<file path="src/rtl/core/spq_pkg.sv">
`default_nettype none

package spq_pkg;

  // store geometry
  localparam int DEPTH = 16;
  localparam int CNT_W = $clog2(DEPTH + 1);
  localparam int IDX_W = $clog2(DEPTH);

  // fixed field widths
  localparam int VAL_W  = 32;
  localparam int ERR_W  = 2;
  localparam int FILL_W = 5;

  // action codes
  localparam logic ACT_PUSH = 1'b0;
  localparam logic ACT_POP  = 1'b1;

  // error codes
  localparam logic [ERR_W-1:0] ERR_NONE  = 2'd0;
  localparam logic [ERR_W-1:0] ERR_EMPTY = 2'd1;
  localparam logic [ERR_W-1:0] ERR_FULL  = 2'd2;

  // input beat
  typedef struct packed {
    logic                    action;
    logic signed [VAL_W-1:0] value;
  } spq_in_t;

  // result beat
  typedef struct packed {
    logic signed [VAL_W-1:0] out_value;
    logic                    out_valid;
    logic [ERR_W-1:0]        error;
    logic [FILL_W-1:0]       fill_count;
  } spq_out_t;

  // controller to datapath commands
  typedef struct packed {
    logic load;
    logic exec;
  } spq_cmd_t;

endpackage

`default_nettype wire

</file>
<file path="src/rtl/core/sorted_insert_priority_queue.sv">
// a beat accepted by start while idle is latched, then run in the execute state; its result is registered
// a new beat is taken only while idle: busy is high during the controller's execute state after each load
// each execute cycle compares all cells of the store in parallel and, on a push, shifts cells up to insert
// the receiver cannot stall: out_strobe marks each result for exactly one cycle
// reset (rst_n low, synchronous) empties the store and clears control; contents undefined
`default_nettype none

module sorted_insert_priority_queue (
  input  wire logic              clk,
  input  wire logic              rst_n,
  input  wire logic              start,
  output logic                   busy,
  input  wire spq_pkg::spq_in_t  in_item,
  output logic                   out_strobe,
  output spq_pkg::spq_out_t      out_item
);

  spq_pkg::spq_cmd_t cmd;

  // sequencing
  spq_ctrl u_ctrl (
    .clk   (clk),
    .rst_n (rst_n),
    .start (start),
    .busy  (busy),
    .cmd   (cmd)
  );

  // sorted store and result registers
  spq_datapath u_dp (
    .clk        (clk),
    .rst_n      (rst_n),
    .cmd        (cmd),
    .in_item    (in_item),
    .out_strobe (out_strobe),
    .out_item   (out_item)
  );

endmodule

`default_nettype wire

</file>
<file path="src/rtl/core/spq_ctrl.sv">
`default_nettype none

module spq_ctrl (
  input  wire logic       clk,
  input  wire logic       rst_n,
  input  wire logic       start,
  output logic            busy,
  output spq_pkg::spq_cmd_t cmd
);

  localparam logic [0:0] ST_IDLE = 1'b0;
  localparam logic [0:0] ST_EXEC = 1'b1;

  logic [0:0] state_r;
  logic [0:0] state_nxt;

  // next state
  always_comb begin
    state_nxt = state_r;
    unique case (state_r)
      ST_IDLE: begin
        if (start) state_nxt = ST_EXEC;
      end
      ST_EXEC: begin
        state_nxt = ST_IDLE;
      end
      default: begin
        state_nxt = ST_IDLE;
      end
    endcase
  end

  // state register
  always_ff @(posedge clk) begin
    if (!rst_n) begin
      state_r <= ST_IDLE;
    end else begin
      state_r <= state_nxt;
    end
  end

  // commands
  assign busy     = (state_r == ST_EXEC);
  assign cmd.load = (state_r == ST_IDLE) && start;
  assign cmd.exec = (state_r == ST_EXEC);

endmodule

`default_nettype wire

</file>
<file path="src/rtl/core/spq_datapath.sv">
`default_nettype none

module spq_datapath (
  input  wire logic              clk,
  input  wire logic              rst_n,
  input  wire spq_pkg::spq_cmd_t cmd,
  input  wire spq_pkg::spq_in_t  in_item,
  output logic                   out_strobe,
  output spq_pkg::spq_out_t      out_item
);

  localparam int DEPTH = spq_pkg::DEPTH;
  localparam int CNT_W = spq_pkg::CNT_W;
  localparam int IDX_W = spq_pkg::IDX_W;
  localparam int VAL_W = spq_pkg::VAL_W;

  spq_pkg::spq_in_t        item_r;
  logic signed [VAL_W-1:0] entries_r   [DEPTH];
  logic signed [VAL_W-1:0] entries_nxt [DEPTH];
  logic [CNT_W-1:0]        count_r;
  logic [CNT_W-1:0]        count_nxt;
  logic                    out_strobe_r;
  spq_pkg::spq_out_t       out_item_r;
  spq_pkg::spq_out_t       out_item_nxt;

  logic [DEPTH-1:0] ge;
  logic [DEPTH-1:0] ge_prev;
  logic             full;
  logic             empty;
  logic             do_push;
  logic             do_pop;
  logic [IDX_W-1:0] pop_idx;

  // latch the accepted beat
  always_ff @(posedge clk) begin
    if (cmd.load) item_r <= in_item;
  end

  // per-cell compare: stored value at or below the new one
  always_comb begin
    for (int i = 0; i < DEPTH; i++) begin
      ge[i] = (CNT_W'(i) < count_r) && (entries_r[i] <= item_r.value);
    end
  end

  assign ge_prev = {ge[DEPTH-2:0], 1'b0};

  // per-cell insert: keep, take the new value, or shift up from below
  always_comb begin
    entries_nxt[0] = ge[0] ? entries_r[0] : item_r.value;
    for (int i = 1; i < DEPTH; i++) begin
      if (ge[i]) begin
        entries_nxt[i] = entries_r[i];
      end else if (ge_prev[i]) begin
        entries_nxt[i] = item_r.value;
      end else begin
        entries_nxt[i] = entries_r[i-1];
      end
    end
  end

  // operation decode
  assign full    = (count_r == CNT_W'(DEPTH));
  assign empty   = (count_r == '0);
  assign do_push = (item_r.action == spq_pkg::ACT_PUSH) && !full;
  assign do_pop  = (item_r.action == spq_pkg::ACT_POP) && !empty;
  assign pop_idx = IDX_W'(count_r - 1'b1);

  // next count and result
  always_comb begin
    count_nxt               = count_r;
    out_item_nxt.out_value  = '0;
    out_item_nxt.out_valid  = 1'b0;
    out_item_nxt.error      = spq_pkg::ERR_NONE;
    if (do_push) begin
      count_nxt = count_r + 1'b1;
    end else if (do_pop) begin
      count_nxt              = count_r - 1'b1;
      out_item_nxt.out_value = entries_r[pop_idx];
      out_item_nxt.out_valid = 1'b1;
    end else if (item_r.action == spq_pkg::ACT_POP) begin
      out_item_nxt.error = spq_pkg::ERR_EMPTY;
    end else begin
      out_item_nxt.error = spq_pkg::ERR_FULL;
    end
    out_item_nxt.fill_count = spq_pkg::FILL_W'(count_nxt);
  end

  // store update
  always_ff @(posedge clk) begin
    if (cmd.exec && do_push) entries_r <= entries_nxt;
  end

  // fill count and result strobe
  always_ff @(posedge clk) begin
    if (!rst_n) begin
      count_r      <= '0;
      out_strobe_r <= 1'b0;
    end else begin
      out_strobe_r <= cmd.exec;
      if (cmd.exec) count_r <= count_nxt;
    end
  end

  // result payload
  always_ff @(posedge clk) begin
    if (cmd.exec) out_item_r <= out_item_nxt;
  end

  assign out_strobe = out_strobe_r;
  assign out_item   = out_item_r;

endmodule

`default_nettype wire

</file>
<file path="config.mk">
export PLATFORM = sky130hd
export DESIGN_NAME = sorted_insert_priority_queue
export DESIGN_NICKNAME = d
export VERILOG_FILES = /design/src/rtl/core/spq_pkg.sv /design/src/rtl/core/sorted_insert_priority_queue.sv /design/src/rtl/core/spq_ctrl.sv /design/src/rtl/core/spq_datapath.sv
export SDC_FILE = /design/constraint.sdc
export NUM_CORES = 2
export LEC_CHECK = 0
export ABC_AREA = 1
export CAP_MARGIN = 30
export CORE_UTILIZATION = 45
export CTS_CLUSTER_DIAMETER = 100
export DETAILED_ROUTE_END_ITERATION = 12
export DONT_BUFFER_PORTS = 1
export SLEW_MARGIN = 20
export SYNTH_ARGS = -nofsm -noshare
export SYNTH_HDL_FRONTEND = slang
export SYNTH_SLANG_ARGS = --single-unit
</file>
<file path="constraint.sdc">
create_clock -name clk -period 6.5 [get_ports clk]
set_clock_uncertainty 0.2 [all_clocks]
set_input_delay 0.65 -clock clk [delete_from_list [all_inputs] [get_ports clk]]
set_output_delay 0.65 -clock clk [all_outputs]
set_load 0.1 [all_outputs]
</file>
* Yosys cells after proc, flatten, opt, wreduce, memory -nomap -nowiden
Cells that the tools add are included.
** Storage, ports and cells
- Register bits :: 592
- Input port bits :: 36
- Output and inout port bits :: 42
** Cells by class
- Add/subtract/negate cells :: 2
- Magnitude comparators :: 33
- Equal/unequal tests :: 1
- Multiplexer cells :: 24
- Bitwise operators :: 20
- Reductions and logical operators :: 41
** Operators with widths (number)
- two-way mux 32 bit :: 17
- <= comparator 32 bit :: 16
- binary-select mux 32 bit (select 4 bit) :: 1
- < comparator 4 x 5 -> 1 bit, first input constant :: 8
- AND reduction 2 bit :: 16
- logical AND 1 bit :: 20
- < comparator 3 x 5 -> 1 bit, first input constant :: 4
- NOT 1 bit :: 19
- < comparator 1 x 5 -> 1 bit, first input constant :: 2
- < comparator 2 x 5 -> 1 bit, first input constant :: 2
- two-way mux 5 bit :: 2
- adder 5 x 1 -> 5 bit, second input constant :: 1
- == test 5 bit, second input constant :: 1
- greater-or-equal comparator 5 bit, second input constant :: 1
- zero test 5 bit :: 1
- NOT 4 -> 5 bit :: 1
- subtractor 5 x 1 -> 5 bit, second input constant :: 1
- OR reduction 2 bit :: 2
- zero test 1 bit :: 2
- two-way mux 1 bit :: 2
- two-way mux 2 bit :: 1
- case mux 1 bit (2 select lines) :: 1

* Logic depth before layout (Yosys ltp)
- Depth after elaboration :: 5
- Mapped depth :: 20
- Gate-level depth less buffers :: 18

* By module
A second synthesis with hierarchy kept.
** Second synthesis, totals
- Cells, all modules :: 5036
- Area, all modules :: 41947.7 µm²
** Modules (own cells, without submodules)
- spq_datapath :: instances 1, cells an instance 5029, area each 41898.9 µm², seq. area each 17687.0 µm²
- spq_ctrl :: instances 1, cells an instance 7, area each 48.8 µm², seq. area each 20.0 µm²

* Worst setup path before layout
No wires, ideal clock.
- Path type :: register -> register
- From :: register u_ctrl.state_r (netlist: u_ctrl.busy)
- To :: register u_dp.entries_r[100] (netlist name) (enable)
- Library setup time :: 432 ps
- Arrival time :: 4071 ps
- Data required time :: 5868 ps
- Setup slack :: 1797 ps
- Cell stages (with the launch flop) :: 6
- Cell sequence :: dfxtp_1 inv_1 nor2_1 inv_1 clkbuf_1 a21oi_1
** On the way
- Word-level cells in the longest chain between the ends :: 2
** Ends and longest elaborated chain
- start, declared :: RTL line spq_ctrl.sv:14 : logic [0:0] state_r;
- start signal, assigned :: RTL line spq_ctrl.sv:38 : state_r <= state_nxt;
- logical AND 1 bit :: RTL line spq_datapath.sv:91 : if (cmd.exec && do_push) entries_r <= entries_nxt;
- AND reduction 2 bit (no source line)
- end signal, assigned :: RTL line spq_datapath.sv:91
- end, declared :: RTL line spq_datapath.sv:18 : logic signed [VAL_W-1:0] entries_r [DEPTH];
Every way passes these cells.
A chain may end at the register's enable or synchronous reset.

* Final worst setup path
- From :: register u_dp.item_r[27] (netlist name)
- To :: register u_dp.entries_r[35] (netlist name), data pin
** On the way
- Word-level cells in the longest chain between the ends :: 3
** Ends and longest elaborated chain
- start, declared :: RTL line spq_datapath.sv:17 : spq_pkg::spq_in_t item_r;
- start signal, assigned :: RTL line spq_datapath.sv:36 : if (cmd.load) item_r <= in_item;
- <= comparator 32 bit :: RTL line spq_datapath.sv:42 : ge[i] = (CNT_W'(i) < count_r) && (entries_r[i] <= item_r.value);
- logical AND 1 bit :: RTL line spq_datapath.sv:42
- two-way mux 32 bit :: RTL line spq_datapath.sv:54 : end else if (ge_prev[i]) begin
Every way passes these cells.

==> results.cfg <==
[synth]
synth_area_um2 = 41900
synth_top_area_cell = edfxtp_1
synthFlopType = edfxtp_1
async_flop_share = 0
post-synth-top-area-fraction = 0.4193
synth_enable_flop_cells = 585
ys_types = 39
avgSynthCellArea_um2 = 8.285
synth_most_common_cell = nand2_1
synth_area_leaders = edfxtp_1, ha_1, nand2_1
syn_inst = 5057
synthTopCellsByCount = nand2_1, edfxtp_1, nand3_1
synth_seq_cells = 592
yosys_warnings = 0
synth_nets = 5609
yosysSeqAreaShare = 0.4226

[drt]
drt-wirelength-per-cell_um = 22.56
drc = 0
final_antenna_net_count = 0
num_vias = 37007
drt-total-wl_um = 141600
drt-initial-drc-count = 4144
drt_pre_antenna_iters = 6
viasPerCell = 5.895

[floorplanning]
rows = 111
die_y_um = 307.1
core-area_um2 = 91940
start_util = 0.4557
ios = 78
die_w_um = 307.1
die-area_um2 = 94330

[sta]
fmax_mhz = 209.9
whs_ps = 93.44
rsz0062_at_grt = no
setup_tns_ps = 0
setup_viol = 0
period_share = 0.7331
drv_slew = 0
max_slew_margin = 0.3465
finalWorstSetupSlack_ps = 1735
hold_viol = 0
tightestPinTransition_ps = 979.1
min_period_ps = 4765

[run_status]
status = completed

[worst_setup_path]
crit_buf_inv = 4
cp-end-kind = flip-flop
critical_path_peak_fanout = 28
cp.arrival_ps = 4940
crit_top_cell = nand2_1
slowest_stage = inv_1
path_delay_family = buffers and inverters
critPathKind = flip-flop to flip-flop
max_stage_delay_ps = 680
cp_data_required_time_ps = 6680
start_kind = flip-flop
path_cells = buf_4 -> inv_1 -> ha_1 -> a21oi_1 -> o21ai_0 -> nand2_1 -> nand2_1 -> a21oi_1 -> nand3_1 -> nand3_2 -> buf_4 -> nand2_1 -> buf_4 -> nand2_1 -> nand2_1

[pwr]
power_frac_clock = 0.406
p_int_mw = 7.378
vdd_drop_max_mv = 0.2474
p_switching_mw = 3.225
p_sw_frac = 0.3042
finalPower_mw = 10.60
p_per_area_nw_per_um2 = 230.1
power_frac_seq = 0.427
leakage_nw = 20.46
combPwrFrac = 0.168

[placed_design]
portBuffers = 0
place.gp.congestion = 0.8913
dp_hpwl_um = 102100
pre_cts_ws_ps = 1836

[job]
drv_cap = 0

[final_layout]
drive_gt1_frac = 0.05799
layout.nets = 5527
nFillCells = 8742
diodes = 0
synthToLayoutAreaGrowth_pct = 9.977

[cts]
cts-buffers-inserted = 75
cts_resized = 0
clkSinkCount = 592
cts_buffer_depth = 3
cts_tree = done
cts_root_buffer = clkbuf_16
clk_pin_slew_ps = 60
htreeDepth = 3
clk_latency_ps = 660

[global_routing]
grt-ovfl-total = 0
grt_pass1_vias = 35901
antenna_found_initial = 4
grt_pass1_wl_um = 216200
grt_use_total = 0.2992
grt_max_degree = 132

[hold_path]
hold_class = input pin to flip-flop
## final cells by class
cell class / instances / area (µm²) / share of cell area
Timing Repair Buffer: 147 / 1339 / 0.02905
Inverter: 210 / 798.3 / 0.01732
Sequential cell: 592 / 17710 / 0.3844
Multi-Input combinational cell: 3949 / 22210 / 0.4819
Clock buffer: 97 / 2043 / 0.04434
Tap cell: 1243 / 1555 / 0.03375
Clock inverter: 40 / 422.9 / 0.009178
## flip-flops by register name (all words and copies together) (netlist names)
signal	flops
u_dp.entries_r	512
u_dp.out_item	40
u_dp.item_r	33
u_dp.count_r	5
u_ctrl.busy	1
u_dp.out_strobe	1
## metal layers
layer,global-route usage,up-vias,part of all wire
met3,0.05382,249,0.093
met2,0.4844,1752,0.46
li1,-,17420,-
met4,0.1016,2,0.031
met5,0,-,0.000085
met1,0.4021,17584,0.41
## cell usage in the layout (no fill, tap or decap), types with 3 or more instances in the layout
cell,netlist,final
nand2_1,1612,1612
edfxtp_1,585,585
nand3_1,565,565
ha_1,516,515
nor2_1,416,415
o21ai_0,291,291
a21oi_1,251,235
inv_1,199,198
buf_4,30,104
o221ai_1,96,96
clkbuf_16,0,78
nand4_1,37,37
dlygate4sd3_1,0,34
o21a_1,32,32
o22ai_1,32,32
a21o_1,20,20
clkinv_1,4,18
o21ai_1,21,18
clkbuf_1,184,17
a21oi_4,0,16
nand3_2,14,14
clkinv_2,0,13
a211oi_1,10,10
nand2_2,9,9
bufinv_16,0,8
inv_2,7,6
nor4_2,5,5
buf_16,0,5
dfxtp_1,7,5
buf_12,0,4
nor2_2,3,3
xor2_1,4,3
o21ai_2,1,3
nor3b_2,3,3
clkinv_8,0,3
## worst register-to-register path, cell delays in order (launching register included)
cell      delay [ps]
edfxtp_1         350
buf_4            240
inv_1            690
ha_1             400
a21oi_1          150
o21ai_0          130
nand2_1           80
nand2_1           50
a21oi_1          220
nand3_1          130
nand3_2          220
buf_4            460
nand2_1          570
buf_4            450
nand2_1          110
nand2_1           60
## power groups by stage
stage | Combinational (mW) | Sequential (mW) | Clock, mW
2_1_floorplan | 1.13 | 4.56 | 0
4_1_cts | 1.75 | 4.52 | 4.35
5_1_grt | 1.96 | 4.53 | 4.49
3_3_place_gp | 1.68 | 4.60 | 0
3_5_place_dp | 1.72 | 4.60 | 0
6_report | 1.78 | 4.52 | 4.30
## cell families after synthesis
| group | count (synthesis) | share of synthesized area |
|---|---|---|
| AND/OR/NAND/NOR | 2667 | 0.2630 |
| adder cells (fa/ha/maj) | 516 | 0.1541 |
| AO/OA/AOI/OAI | 761 | 0.1052 |
| flip-flops | 592 | 0.4226 |
| XOR/XNOR | 5 | 0.001224 |
| buffers and inverters | 516 | 0.05381 |
## metrics by stage
stage	instance area, µm²	utilization	instances
3_3_place_gp	43130	0.4691	6102
2_1_floorplan	41900	-	5057
6_report	46080	0.5012	6278
5_1_grt	46080	0.5012	6278
3_5_place_dp	43240	0.4703	6106
4_1_cts	46050	0.5009	6277
## worst paths after layout
kind                              from                            end  slack [ps]  cells past startpoint
max          u_dp.item_r[27]$_DFFE_PP_   u_dp.entries_r[35]$_DFFE_PP_        1730                     15
min                              rst_n     u_dp.out_strobe$_SDFF_PN0_          90                      2
max reg2reg  u_dp.item_r[27]$_DFFE_PP_   u_dp.entries_r[35]$_DFFE_PP_        1730                     15
min reg2reg  u_dp.item_r[22]$_DFFE_PP_  u_dp.entries_r[502]$_DFFE_PP_         310                      0
## timing repair
| action | in CTS | in global routing |
|---|---|---|
| setup endpoints to repair | 0 | 0 |
| setup buffers | 0 | 0 |
| endpoints found under the hold margin | 34 | 0 |
| hold buffers | 34 | 0 |
Note: power is estimated with default switching activity, not from simulation.
